### config.mk
export PLATFORM = sky130hd
export DESIGN_NAME = camera_frame_checksum_parser
export DESIGN_NICKNAME = d
export VERILOG_FILES = /design/src/rtl/cfcp_pkg.sv /design/src/rtl/camera_frame_checksum_parser.sv /design/src/rtl/cfcp_frame_check.sv
export VERILOG_INCLUDE_DIRS = /design/src /design/src/rtl
export SDC_FILE = /design/constraint.sdc
export NUM_CORES = 1
export LEC_CHECK = 0
export BUFFER_PORTS_ARGS = -buffer_cell sky130_fd_sc_hd__buf_2
export CAP_MARGIN = 20
export CORE_AREA = 2 2 148 150
export DETAILED_ROUTE_END_ITERATION = 12
export DIE_AREA = 0 0 150 152
export PLACE_DENSITY = 0.64
export SETUP_SLACK_MARGIN = 0.05
export SYNTH_ARGS = -nofsm -noshare
export SYNTH_HDL_FRONTEND = slang
export SYNTH_SLANG_ARGS = --single-unit
### constraint.sdc
create_clock -name clk -period 10.75 [get_ports clk]
set_input_delay 0.5375 -clock clk [delete_from_list [all_inputs] [get_ports clk]]
set_output_delay 0.5375 -clock clk [all_outputs]
set_load 0.005 [all_outputs]
### src/rtl/assert_macros.svh
// Assertion macros shared by the frame parser modules.
`ifndef ASSERT_MACROS_SVH
`define ASSERT_MACROS_SVH

// Clocked check, masked while reset is held.
`define ASSERT_CLK(lbl, prop, msg) \
  lbl: assert property (@(posedge clk) disable iff (!rst_n) (prop)) else $error(msg);

// Clocked check that also holds during reset.
`define ASSERT_CLK_ALWAYS(lbl, prop, msg) \
  lbl: assert property (@(posedge clk) (prop)) else $error(msg);

`endif

### src/rtl/cfcp_pkg.sv
// Types, constants and codes of the camera frame checksum parser.
`timescale 1ns / 1ps

package cfcp_pkg;

  // Frame layout
  localparam int FRAME_SIZE    = 11;
  localparam int BUFFER_LENGTH = 16;
  localparam logic [7:0] HEADER_MARK  = 8'haa;
  localparam logic [7:0] TRAILER_MARK = 8'hee;

  // Input kinds
  localparam logic KIND_BYTE = 1'b0;
  localparam logic KIND_IDLE = 1'b1;

  // Result status codes
  localparam logic [1:0] STATUS_OK       = 2'd0;
  localparam logic [1:0] STATUS_FRAMING  = 2'd1;
  localparam logic [1:0] STATUS_CHECKSUM = 2'd2;

  typedef logic [7:0] byte_t;

  // One result item
  typedef struct packed {
    logic [1:0]  status;
    logic [15:0] x_value;
    logic [15:0] y_value;
    logic [15:0] box_width;
    logic [15:0] box_length;
  } result_t;

endpackage

### src/rtl/camera_frame_checksum_parser.sv
// Top level of the camera frame checksum parser: input and result registers.
`timescale 1ns / 1ps
`include "assert_macros.svh"

// One input transfer per cycle is taken, byte or idle alike, while in_stall is low. A byte
// causes no result; an idle event produces one result, registered first in the input register
// and then in the result register. The frame
// check is a single 8-byte adder and compare between those two registers.
// in_stall rises only when an idle event is held in the input register and
// the result register still holds a result that has not been taken.
module camera_frame_checksum_parser import cfcp_pkg::*; #(
  parameter int BufferLength = BUFFER_LENGTH
) (
  input  logic        clk,
  input  logic        rst_n,
  input  logic        in_valid,
  output logic        in_stall,
  input  logic        in_kind,
  input  logic [7:0]  in_rx_byte,
  output logic        out_valid,
  input  logic        out_stall,
  output logic [1:0]  out_status,
  output logic [15:0] out_x_value,
  output logic [15:0] out_y_value,
  output logic [15:0] out_box_width,
  output logic [15:0] out_box_length
);

  logic    s1_valid_r;
  logic    s1_kind_r;
  byte_t   s1_byte_r;
  logic    out_free;
  logic    s1_adv;
  result_t result;
  result_t out_r;
  logic    out_valid_r;

  // Handshake: an idle event needs room in the result register
  assign out_free = !out_valid_r || !out_stall;
  assign s1_adv   = s1_valid_r && (s1_kind_r == KIND_BYTE || out_free);
  assign in_stall = s1_valid_r && !s1_adv;

  // Input register
  always_ff @(posedge clk) begin
    if (!rst_n) begin
      s1_valid_r <= 1'b0;
    end else if (!in_stall) begin
      s1_valid_r <= in_valid;
    end
  end

  always_ff @(posedge clk) begin
    if (!in_stall && in_valid) begin
      s1_kind_r <= in_kind;
      s1_byte_r <= in_rx_byte;
    end
  end

  cfcp_frame_check #(
    .BufferLength(BufferLength)
  ) u_check (
    .clk     (clk),
    .rst_n   (rst_n),
    .step    (s1_adv),
    .kind    (s1_kind_r),
    .rx_byte (s1_byte_r),
    .result  (result)
  );

  // Result register
  always_ff @(posedge clk) begin
    if (!rst_n) begin
      out_valid_r <= 1'b0;
    end else if (out_free) begin
      out_valid_r <= s1_adv && s1_kind_r == KIND_IDLE;
    end
  end

  always_ff @(posedge clk) begin
    if (out_free && s1_adv && s1_kind_r == KIND_IDLE) begin
      out_r <= result;
    end
  end

  assign out_valid      = out_valid_r;
  assign out_status     = out_r.status;
  assign out_x_value    = out_r.x_value;
  assign out_y_value    = out_r.y_value;
  assign out_box_width  = out_r.box_width;
  assign out_box_length = out_r.box_length;

  `ASSERT_CLK_ALWAYS(a_stall_on_idle, in_stall |-> s1_valid_r && s1_kind_r == KIND_IDLE, "stall without a held idle event")
  `ASSERT_CLK(a_idle_gives_result, s1_adv && s1_kind_r == KIND_IDLE |=> out_valid_r, "idle event lost")
  `ASSERT_CLK(a_status_code, out_valid_r |-> out_r.status != 2'd3, "undefined status code")

endmodule

### src/rtl/cfcp_frame_check.sv
// Frame store, write position, frame check and held box values.
`timescale 1ns / 1ps
`include "assert_macros.svh"

module cfcp_frame_check import cfcp_pkg::*; #(
  parameter int BufferLength = BUFFER_LENGTH
) (
  input  logic    clk,
  input  logic    rst_n,
  input  logic    step,
  input  logic    kind,
  input  byte_t   rx_byte,
  output result_t result
);

  localparam int PosW = $clog2(BufferLength);

  byte_t           frame_r [FRAME_SIZE];
  byte_t           frame_nxt [FRAME_SIZE];
  logic [PosW-1:0] pos_r, pos_nxt;
  logic [15:0]     held_x_r, held_y_r, held_w_r, held_l_r;
  logic [15:0]     held_x_nxt, held_y_nxt, held_w_nxt, held_l_nxt;
  logic [1:0]      status;
  byte_t           sum;

  // Checksum over bytes 1 to 8, kept to 8 bits
  always_comb begin
    sum = '0;
    for (int k = 1; k <= 8; k++) begin
      sum = sum + frame_r[k];
    end
  end

  // Frame check and status
  always_comb begin
    if (frame_r[0] != HEADER_MARK || frame_r[FRAME_SIZE-1] != TRAILER_MARK) begin
      status = STATUS_FRAMING;
    end else if (frame_r[9] != sum) begin
      status = STATUS_CHECKSUM;
    end else begin
      status = STATUS_OK;
    end
  end

  // Next state of the store, position and held values
  always_comb begin
    frame_nxt  = frame_r;
    pos_nxt    = pos_r;
    held_x_nxt = held_x_r;
    held_y_nxt = held_y_r;
    held_w_nxt = held_w_r;
    held_l_nxt = held_l_r;
    if (kind == KIND_BYTE) begin
      for (int i = 0; i < FRAME_SIZE; i++) begin
        if (pos_r == PosW'(i)) begin
          frame_nxt[i] = rx_byte;
        end
      end
      if (pos_r == PosW'(BufferLength - 1)) begin
        pos_nxt = '0;
      end else begin
        pos_nxt = pos_r + PosW'(1);
      end
    end else begin
      pos_nxt = '0;
      if (status == STATUS_CHECKSUM) begin
        for (int i = 0; i < FRAME_SIZE; i++) begin
          frame_nxt[i] = '0;
        end
      end else if (status == STATUS_OK) begin
        held_x_nxt = {frame_r[1], frame_r[2]};
        held_y_nxt = {frame_r[3], frame_r[4]};
        held_w_nxt = {frame_r[5], frame_r[6]};
        held_l_nxt = {frame_r[7], frame_r[8]};
      end
    end
  end

  // State registers
  always_ff @(posedge clk) begin
    if (!rst_n) begin
      for (int i = 0; i < FRAME_SIZE; i++) begin
        frame_r[i] <= '0;
      end
      pos_r    <= '0;
      held_x_r <= '0;
      held_y_r <= '0;
      held_w_r <= '0;
      held_l_r <= '0;
    end else if (step) begin
      frame_r  <= frame_nxt;
      pos_r    <= pos_nxt;
      held_x_r <= held_x_nxt;
      held_y_r <= held_y_nxt;
      held_w_r <= held_w_nxt;
      held_l_r <= held_l_nxt;
    end
  end

  // Result reports held values after this event's update
  assign result = '{status:     status,
                    x_value:    held_x_nxt,
                    y_value:    held_y_nxt,
                    box_width:  held_w_nxt,
                    box_length: held_l_nxt};

  `ASSERT_CLK(a_idle_resets_pos, step && kind == KIND_IDLE |=> pos_r == '0, "position not reset on idle")
  `ASSERT_CLK(a_bad_sum_clears, step && kind == KIND_IDLE && status == STATUS_CHECKSUM |=> frame_r[0] == '0 && frame_r[FRAME_SIZE-1] == '0, "store not cleared on bad checksum")
  `ASSERT_CLK(a_ok_latches_x, step && kind == KIND_IDLE && status == STATUS_OK |=> held_x_r == $past({frame_r[1], frame_r[2]}), "x not latched from good frame")

endmodule

-- Yosys cells after proc, flatten, opt, wreduce, memory -nomap -nowiden
Index checks and enable logic that the tools add are counted.
- word-level logic and storage cells: 116
- bits in registers: 233
- output and inout port bits: 68
- input port bits: 13
- multiplexer cells: 29
- reduce and logical (&&, ||, !) cells: 37
- add/subtract/negate cells: 8
- bitwise logic cells: 1
- eq/ne operators: 16
- operators with widths (cell ; number):
    16-bit two-way mux ; 12
    88-bit two-way mux ; 2
    8-bit two-way mux ; 11
    8-bit adder ; 7
    3-bit AND reduction ; 11
    2-bit nonzero test ; 11
    4-bit by 3-bit equality test with 1-bit output (second input constant) ; 4
    4-bit equality test (second input constant) ; 4
    8-bit inequality test (second input constant) ; 2
    4-bit by 2-bit equality test with 1-bit output (second input constant) ; 2
    4-bit two-way mux ; 2
    8-bit inequality test ; 1
    1-bit logical AND ; 6
    4-bit by 1-bit adder with 4-bit output (second input constant) ; 1
    4-bit by 1-bit equality test with 1-bit output (second input constant) ; 1
    1-bit logical NOT ; 4
    4-bit logical NOT ; 1
    2-bit two-way mux ; 2
    1-bit logical OR ; 3
    2-bit equality test (second input constant) ; 1
    2-bit logical NOT ; 1
    2-bit by 1-bit inequality test with 1-bit output (second input constant) ; 1
    1-bit inverter ; 1

-- Depth between registers and ports, before layout
- depth after elaboration: 14
- depth in mapped cells: 20
- mapped depth without buffers: 18

-- By module
Synthesis repeated with hierarchy kept, for this count alone.
- cell total of the unflattened synthesis: 928
- area total of the unflattened synthesis: 10851.7 µm²
- modules (own cells, without submodules) (module ; cells an instance ; sequential area each (µm²) ; instances ; area each (µm²)):
    cfcp_frame_check ; 842 ; 3123.0 ; 1 ; 8504.4
    camera_frame_checksum_parser ; 86 ; 2292.2 ; 1 ; 2347.3

-- Worst setup path after synthesis
Ideal clock, no wire load.
- kind: register to register
- from: reg s1_kind_r
- to: reg u_check.held_l_r[0]
- clock period less this slack: 5118 ps
- slack: 5632 ps
- library setup time: 116 ps
- stages on the path, launching flop included: 8
- data required time: 10634 ps
- arrival time: 5002 ps
- path buffers: 2
- cells stage by stage: edfxtp_1 -> clkbuf_1 -> nand2_1 -> a21oi_1 -> nand3_2 -> clkbuf_1 -> nand2_1 -> a21boi_1
- longest elaborated chain between the ends: 3
- elaborated cells between the ends (all ways): 4
- classes of those cells: mux: 1; bitwise: 1; reduce/logical: 2
- RTL lines (element ; RTL line ; source):
    from (decl) ; camera_frame_checksum_parser.sv:30 ; logic s1_kind_r;
    from (signal assigned) ; camera_frame_checksum_parser.sv:54 ; s1_kind_r <= in_kind;
    1-bit inverter ; - ;
    1-bit logical OR ; camera_frame_checksum_parser.sv:40 ; assign s1_adv = s1_valid_r && (s1_kind_r == KIND_BYTE || out_free);
    1-bit logical AND ; camera_frame_checksum_parser.sv:40 ;
    to (signal assigned) ; cfcp_frame_check.sv:96 ; held_l_r <= held_l_nxt;
    to (decl) ; cfcp_frame_check.sv:21 ; logic [15:0] held_x_r, held_y_r, held_w_r, held_l_r;
Several ways; a longest one is shown, not always the timed one.
A chain may end at the register's enable or synchronous reset.

==> out/qor.yml <==
outcome:
  outcome: "finished, final reports clean"
logic_synthesis:
  ys_warn_count: 0
  yosysUniqueCellTypes: 43
  synth_edf_count: 75
  synth_nets: 921
  seq_area_frac_synth_pct: 53.9
  synth_cells: 857
  synth.most_common_cell: "nand2_1"
  synth_ff_type: "dfxtp_1"
  yosys-top-cells-area: "dfxtp_1 31%, edfxtp_1 22%, fa_1 7.8%"
  post_synth_instance_area_um2: 10000
  synth_top_area_share_pct: 31.5
  yosysTopAreaCell: "dfxtp_1"
  synth-seq-cells: 233
  syn_avg_cell_area_um2: 11.7
  synthArstFlopShare_pct: 0
  synth_common_cells: "181 x nand2_1, 158 x dfxtp_1, 88 x o2bb2ai_1, 75 x edfxtp_1, 60 x a21boi_1"
critical_path:
  worstPathRequired_ns: 11.00
  critPathMaxFanout: 53
  r2r_end: "out_x_value[0]"
  end_kind: "flip-flop"
  path_class: "reg -> reg"
  crit_start: "u_check.frame_r[42]"
  cp_data_arrival_time_ns: 6.26
  worstSetupEndpoint: "out_x_value[0]"
  reg2reg_slack_ns: 4.74
  ff2ff_path_depth: 16
  reg2reg_from: "u_check.frame_r[42]"
  start_kind: "flip-flop"
power_and_ir_drop:
  p_per_area_nw_per_um2: 154
  vdd_drop_max_uv: 96.2
  p_leak_nw: 4.24
run:
  max-cap-violations: 0
timing:
  fin_crit_ns: 6.01
  hold_viol_final: 0
  relSlewSlack_pct: 32.7
  finalMaxSlewViolations: 0
  tns_ns: 0
  worstMarginPinSlew_ns: 1.01
  grt_setup_unrepaired: "no"
  finClkSkew_ns: 0.0119
  period_share_pct: 55.9
  fmax_mhz: 166
  finalSetupViolations: 0
die:
  die_area_um2: 22800
  die_height_um: 152
  initial_utilization_pct: 47.1
  ios: 81
  core-area_um2: 21400
  num_rows: 54
  die_w_um: 150
final_layout:
  fin_area_um2: 11400
  post-route-util_pct: 53.3
  antenna_cells: 0
  layout-drive-gt1-share_pct: 19.9
  areaGrowthSynthToFinish_pct: 13.3
  nets: 991
global_routing:
  antenna_found_initial: 0
  grt_pass1_wl_um: 36400
  grt_overflow_total: 0
  grt_max_degree: 74
  grt_use_total_pct: 20.6
  grt_pass1_vias: 6432
placed_design:
  io_buffer_count: 80
  dp_hpwl_um: 14700
  placedInstanceArea_um2: 10600
  routabilityCongestion: 0.870
routing:
  drc: 0
  drt_pass1_iterations: 5
  drtAntennaViolNets: 0
  wl_per_cell_um: 18.6
  drtIter0Drc: 357
  routed_wl_um: 22800
  viasPerCell: 5.24
  vias: 6423
clock_tree:
  cts_htree_levels: 1
  max-clock-path-buffers: 3
  cts_sinks: 233
  clk_pin_slew_ns: 0.06
  numCtsBuffers: 25
  cts_resized: 0
  cts_hold_buf: 0
  post_cts_buffers: 0
  cts_tree: "yes"
  root_buffer: "clkbuf_16"
  clock_latency_ns: 0.50
hold_path:
  hp-class: "in -> reg"
-- stage by stage --
stage	setup WS (ns)	instances	hold WS [ns]	power, mW
final	4.74	1225	0.210	1.76
after global routing	4.32	1225	0.194	1.81
after CTS	4.71	1225	0.190	1.77
after detailed placement	4.77	1180	0.438	0.987
after global placement	4.80	1180	0.433	0.986
after floorplan	5.63	857	0.424	0.968
-- flip-flops by register name, summed over array words and instances (netlist names) --
name,count
u_check.held_y_r,16
u_check.held_l_r,16
out_box_length,16
s1_valid_r,1
out_x_value,16
u_check.frame_r,88
out_y_value,16
out_status,2
u_check.pos_r,4
out_box_width,16
u_check.held_x_r,16
out_valid,1
s1_kind_r,1
u_check.held_w_r,16
s1_byte_r,8
-- layout by cell type, fill, tap and decap left out, drive strengths merged, types with 3 or more instances in the layout --
cell type	synthesis	routed
clkbuf	27	36
buf	15	85
o2bb2ai	88	88
mux2	49	49
a21boi	65	65
nand3	5	5
edfxtp	75	75
inv	53	54
ha	12	12
xnor2	14	14
o21ai	30	30
a21oi	7	7
dfxtp	158	158
nor2	6	6
nand2	181	181
fa	39	39
xnor3	3	3
nor2b	6	6
xor2	5	5
clkinv	0	8
-- final cells by class --
type                            instances  area (um^2)
Clock buffer                           36          707
Timing Repair Buffer                   85          438
Inverter                               53          199
Clock inverter                          9         46.3
Sequential cell                       233         5420
Tap cell                              280          350
Fill cell                            1866         9970
Multi-Input combinational cell        529         4230
-- worst min path at each step --
stage,startpoint,to,depth (start not counted)
6_report,in_kind,s1_kind_r,1
4_1_cts,in_kind,s1_kind_r,1
5_1_grt,in_rx_byte[1],s1_byte_r[1],1
2_1_floorplan,u_check.frame_r[0],u_check.frame_r[0],1
3_3_place_gp,u_check.held_l_r[1],u_check.held_l_r[1],2
3_5_place_dp,u_check.frame_r[6],u_check.frame_r[6],1
-- power by group --
group          switching [mW]  internal [mW]
Sequential            0.00317          0.912
Clock                   0.333          0.455
Combinational          0.0368         0.0150
Total                   0.373           1.38
-- per-layer routing --
layer | up-vias | GRT usage, % | share of wire (%)
met5 | - | 0 | 0
met4 | 0 | 5.53 | 2.4
met3 | 36 | 2.55 | 4.2
met2 | 156 | 33.8 | 48
met1 | 3108 | 28.9 | 45
li1 | 3123 | - | -
-- cells by family (layout without fill, tap and decap cells) --
logic type / count (synthesis) / count (layout) / synth area share [%]
DFF: 233 / 233 / 53.9
and+or+nand+nor: 212 / 212 / 8.70
AOI/OAI and AO/OA: 195 / 195 / 15.9
buffers and inverters: 95 / 183 / 4.18
adders and majority gates: 51 / 51 / 9.26
muxes: 49 / 49 / 5.49
xor gates and xnor gates: 22 / 22 / 2.53
-- worst max-delay path, stage by stage, from the launching register on --
cell	delay, ns
dfxtp_1	0.35
fa_1	0.54
inv_1	0.06
fa_1	0.55
fa_1	0.44
fa_1	0.44
inv_1	0.07
ha_1	0.16
inv_1	0.06
fa_1	0.49
xnor2_1	0.14
nor4_1	0.17
nand2_1	0.11
nor4_1	0.53
nand3_2	0.67
buf_4	0.56
mux2_2	0.36
Power figures use the tool's default switching activity.
